**config.mk**
```make
export PLATFORM = sky130hd
export DESIGN_NAME = spf_divu
export DESIGN_NICKNAME = d
export VERILOG_FILES = /design/src/sv/scan_potential_field_steering_top_macros.svh /design/src/sv/spf_divu.sv
export SDC_FILE = /design/constraint.sdc
export NUM_CORES = 1
export LEC_CHECK = 0
export ABC_CLOCK_PERIOD_IN_PS = 3450
export BUFFER_PORTS_ARGS = -buffer_cell sky130_fd_sc_hd__buf_2
export CORE_MARGIN = 1
export CORE_UTILIZATION = 25
export CTS_BUF_LIST = sky130_fd_sc_hd__clkbuf_16
export DETAILED_ROUTE_END_ITERATION = 16
export GPL_TIMING_DRIVEN = 0
export HOLD_SLACK_MARGIN = 0.03
export PLACE_DENSITY = 0.52
export SYNTH_ARGS = -nofsm -noshare
export SYNTH_HDL_FRONTEND = slang
export SYNTH_SLANG_ARGS = --single-unit
```
**constraint.sdc**
```tcl
create_clock -name clk_i -period 3.45 [get_ports clk_i]
set_clock_uncertainty 0.05 [all_clocks]
set_input_delay 1.035 -clock clk_i [delete_from_list [all_inputs] [get_ports clk_i]]
set_output_delay 1.035 -clock clk_i [all_outputs]
set_load 0.02 [all_outputs]
```
**src/sv/scan_potential_field_steering_top_macros.svh**
```systemverilog
// Assertion macros for the scan potential field steering block
`ifndef SCAN_POTENTIAL_FIELD_STEERING_TOP_MACROS_SVH
`define SCAN_POTENTIAL_FIELD_STEERING_TOP_MACROS_SVH
`ifndef NO_ASSERTIONS
`define SPF_ASSERT(lbl, clk, rstn, prop) \
  lbl: assert property (@(posedge clk) disable iff (!rstn) prop) else $error("assert failed");
`define SPF_ASSERT_NR(lbl, clk, prop) \
  lbl: assert property (@(posedge clk) prop) else $error("assert failed");
`else
`define SPF_ASSERT(lbl, clk, rstn, prop)
`define SPF_ASSERT_NR(lbl, clk, prop)
`endif
`endif

```
**src/sv/spf_divu.sv**
```systemverilog
// Bit-serial restoring divider, one quotient bit per cycle
module spf_divu #(
  parameter int unsigned NumW = 40,
  parameter int unsigned DenW = 33
) (
  input  logic            clk_i,
  input  logic            rst_ni,
  input  logic            start_i,
  input  logic [NumW-1:0] num_i,
  input  logic [DenW-1:0] den_i,
  output logic            done_o,
  output logic [NumW-1:0] quo_o
);
  localparam int unsigned CntW = $clog2(NumW + 1);

  logic [NumW-1:0] quo_q, quo_d;
  logic [DenW:0] rem_q, rem_d;
  logic [DenW-1:0] den_q, den_d;
  logic [CntW-1:0] cnt_q, cnt_d;
  logic busy_q, busy_d, done_q, done_d;
  logic [DenW:0] trial;
  logic [DenW:0] shifted;

  always_comb begin
    quo_d = quo_q;
    rem_d = rem_q;
    den_d = den_q;
    cnt_d = cnt_q;
    busy_d = busy_q;
    done_d = 1'b0;
    shifted = {rem_q[DenW-1:0], quo_q[NumW-1]};
    trial = shifted - {1'b0, den_q};
    if (start_i) begin
      quo_d = num_i;
      rem_d = '0;
      den_d = den_i;
      cnt_d = CntW'(NumW);
      busy_d = 1'b1;
    end else if (busy_q) begin
      if (!trial[DenW]) begin
        rem_d = trial;
        quo_d = {quo_q[NumW-2:0], 1'b1};
      end else begin
        rem_d = shifted;
        quo_d = {quo_q[NumW-2:0], 1'b0};
      end
      cnt_d = cnt_q - 1'b1;
      if (cnt_q == CntW'(1)) begin
        busy_d = 1'b0;
        done_d = 1'b1;
      end
    end
  end

  always_ff @(posedge clk_i or negedge rst_ni) begin
    if (!rst_ni) begin
      busy_q <= 1'b0;
      done_q <= 1'b0;
      cnt_q <= '0;
    end else begin
      busy_q <= busy_d;
      done_q <= done_d;
      cnt_q <= cnt_d;
    end
  end

  always_ff @(posedge clk_i) begin
    quo_q <= quo_d;
    rem_q <= rem_d;
    den_q <= den_d;
  end

  assign done_o = done_q;
  assign quo_o = quo_q;
endmodule

```
==> impl_metrics.py <==
metrics = {
    "grt": {
        "antenna_found_initial": 2,
        "grt_max_degree": 41,
        "grt_pass1_vias": 5093,
        "grt_pass1_wl_microns": 27600,
        "grt-ovfl-total": 0,
        "track_usage": 0.135,
    },
    "setup_path": {
        "path_delay_family": "simple AND/OR/NAND/NOR gates",
        "critPathKind": "reg2reg",
        "r2r_cells": 11,
        "cp_num_cells": 11,
        "slowest_delay_ns": 0.59,
        "cp-endpoint": "rem_q[18]",
        "path_max_fanout": 7,
        "cp-end-kind": "register",
        "crit_chain": "ha_1 > clkbuf_2 > nand4_1 > or4b_1 > or3_4 > a31oi_4 > nor3_4 > xnor2_4 > buf_4 > mux2i_1 > o21ai_0",
        "cp_num_buf_inv": 2,
        "critPathLaunchType": "register",
        "critPathLaunch": "rem_q[20]",
        "crit_arrival_ns": 3.49,
        "r2r-start": "rem_q[20]",
        "reg2reg_slack_ns": 0.21,
        "required_ns": 3.70,
        "timing.rr.end": "rem_q[18]",
        "slowest_stage": "or4b_1",
    },
    "power_and_ir_drop": {
        "leakagePower_nw": 3.42,
        "clock_power_share": 0.318,
        "power_density_nw_per_um2": 686,
        "seq_power_share": 0.332,
        "power.total_mw": 5.61,
        "swShare": 0.371,
        "p_comb_frac": 0.350,
        "power.internal_mw": 3.53,
        "switchingPower_mw": 2.08,
        "ir_worst_vdd_uv": 279,
    },
    "route": {
        "viasPerCell": 4.60,
        "via_count": 5163,
        "drc": 0,
        "routed_wl_microns": 17300,
        "first_pass_iters": 4,
        "drt_iter0_drc": 295,
        "wl_per_cell_microns": 15.4,
        "ant_nets": 0,
    },
    "final_layout": {
        "drive_gt1_frac": 0.271,
        "fin_util": 0.322,
        "nets": 890,
        "area_delta_synth_final_pct": 25.2,
    },
    "logic_synthesis": {
        "async_flop_share": 0.0702,
        "synth.cell_area_sq_um": 6530,
        "synth_edf_count": 73,
        "yosysTopAreaCellShare": 0.336,
        "yosysUniqueCellTypes": 64,
        "syn_area_per_cell_sq_um": 10.2,
        "synth_nets": 752,
        "yosys-top-cells-area": "edfxtp_1 (34%), dfxtp_1 (10%), mux2_2 (6.9%), ha_1 (6.7%), nand2_1 (4.5%)",
        "yosys.area.top_type": "edfxtp_1",
        "synthesis.instances": 640,
        "ys_ff_latch": 114,
        "ys_warn_count": 0,
        "synth_seq_area_share": 0.467,
        "synth_ff_type": "edfxtp_1",
    },
    "place": {
        "dp_hpwl_microns": 12900,
        "portBuffers": 116,
        "gp_congestion": 0.849,
    },
    "clocking": {
        "htreeDepth": 4,
        "cts_sinks": 114,
        "cts_buffers": 17,
        "cts_hold_buf": 0,
        "cts_tree": "yes",
        "cts.clk_slew.worst_paths_ns": 0.06,
        "clk_latency_ns": 0.43,
        "cts_root_buf": "clkbuf_16",
        "clockBufferDepth": 2,
    },
    "sta": {
        "worstMarginPinSlew_ns": 0.630,
        "max_freq_mhz": 309,
        "finalHoldViolations": 0,
        "fin_crit_sh": 0.939,
        "grt_setup_unrepaired": "no",
        "period_needed_ns": 3.24,
        "slew-limit-headroom": 0.580,
        "timing.setup.tns_ns": 0,
        "drv_slew": 0,
        "setup_viol": 0,
    },
    "floorplanning": {
        "die_area_sq_um": 26800,
        "core_area_sq_um": 25400,
        "pin_count": 117,
        "die_x_microns": 164,
        "fp-row-count": 58,
        "die_y_microns": 164,
        "start_util": 0.257,
    },
    "hold_path": {
        "worst_hold_path_type": "in2async",
    },
    "status": {
        "status": "completed",
    },
    "run": {
        "maxCapViolCount": 0,
    },
}
## area by class of cell
class	count	area, sq um
Timing Repair Buffer	119	606
Buffer	31	148
Inverter	44	168
Multi-Input combinational cell	451	3200
Clock buffer	17	425
Fill cell	2674	17200
Tap cell	330	413
Antenna cell	2	5.00
Clock inverter	15	160
Sequential cell	114	3050
## layer usage
layer | global-route usage | up-vias | routed length [microns]
met5 | 0 | - | 0
met4 | 0.0450 | 0 | 265
met3 | 0.0338 | 17 | 828
met2 | 0.213 | 131 | 7680
met1 | 0.180 | 2395 | 8530
li1 | - | 2620 | -
## state kept, by name, indices dropped and copies added, names as in the netlist
register,flops
cnt_q,6
busy_q,1
quo_o,40
rem_q,33
den_q,33
done_o,1
## worst min-delay path by stage
stage	from	end	slack (ns)	cells past startpoint
finish	rst_ni	done_o	0.39	1
global route	rst_ni	done_o	0.39	1
CTS	rst_ni	cnt_q[4]	0.38	1
detailed placement	rem_q[13]	rem_q[14]	0.45	2
global placement	rem_q[4]	rem_q[5]	0.44	2
floorplan	rem_q[23]	rem_q[23]	0.40	2
## logic make-up after synthesis
family                   count (synthesis)  share of synthesized area
AND/OR/NAND/NOR                        204                      0.151
adder cells (fa/ha/maj)                 36                     0.0701
AO/OA/AOI/OAI                          137                      0.146
flip-flops                             114                      0.467
XOR/XNOR                                31                     0.0456
multiplexers                            43                     0.0735
buffers and inverters                   75                     0.0471
## power groups by stage
stage                     clock network, mW  registers (mW)  logic [mW]
after floorplan                           0            1.90        1.36
after global placement                    0            1.88        1.89
after detailed placement                  0            1.89        1.91
after CTS                              1.84            1.86        1.92
after global routing                   1.89            1.89        2.20
final                                  1.79            1.86        1.96
## layout by cell type (no fill, tap or decap), drive strengths merged, types with 6 or more instances in the layout
master  synthesis  final
xnor2          18     18
nor2           46     46
nand2b         13     13
buf            14    132
nand4          11     11
edfxtp         73     73
nand3          14     14
dfxtp          33     33
a31oi           7      7
nand2          78     78
clkbuf         17     35
nor3           10     10
a21o           12     12
a311oi         17     17
nor2b           6      6
ha             35     35
a32oi           6      6
inv            44     56
mux2           40     40
o21ai          26     26
xor2           13     13
dfrtp           8      8
a21oi          32     32
## through the flow
step	setup WS, ns	hold WS [ns]	cells	area (sq um)
after global placement	-1.05	0.441	1086	7530
after floorplan	0.524	0.403	640	6530
final	0.211	0.392	1123	8180
after global routing	0.000944	0.390	1122	8180
after detailed placement	-0.548	0.447	1086	7530
after CTS	0.0236	0.383	1118	8110
## synthesized netlist by cell type, types with 2 or more instances
cell type  number
nand2b_1       13
nor3b_1         2
o21a_1          4
dfrtp_1         8
edfxtp_1       73
nor4_1          2
nor2_1         46
dfxtp_1        33
nand3_1        14
o2111ai_1       2
buf_6           2
mux2i_1         3
xnor2_1        17
and2_1          2
nand4b_1        2
buf_2           5
and3_1          5
o21bai_1        5
buf_1           6
a311oi_1       16
nand2_1        78
o31a_1          2
o31ai_1         4
a21oi_1        32
a31oi_1         6
nor2b_1         6
a32oi_1         6
a211oi_1        5
nand3b_1        4
a21o_1         12
nor3_1          9
a32o_1          3
o21ai_0        26
ha_1           35
xor2_1         12
nand4_1        11
clkbuf_1       16
o211ai_1        4
inv_1          44
o311ai_0        2
mux2_2         40
## what timing repair did
action	in CTS	in global routing
gates resized for setup	1	10
setup endpoints to repair	50	60
setup buffers	0	3
pin swaps	1	2
Power figures use the tool's default switching activity.
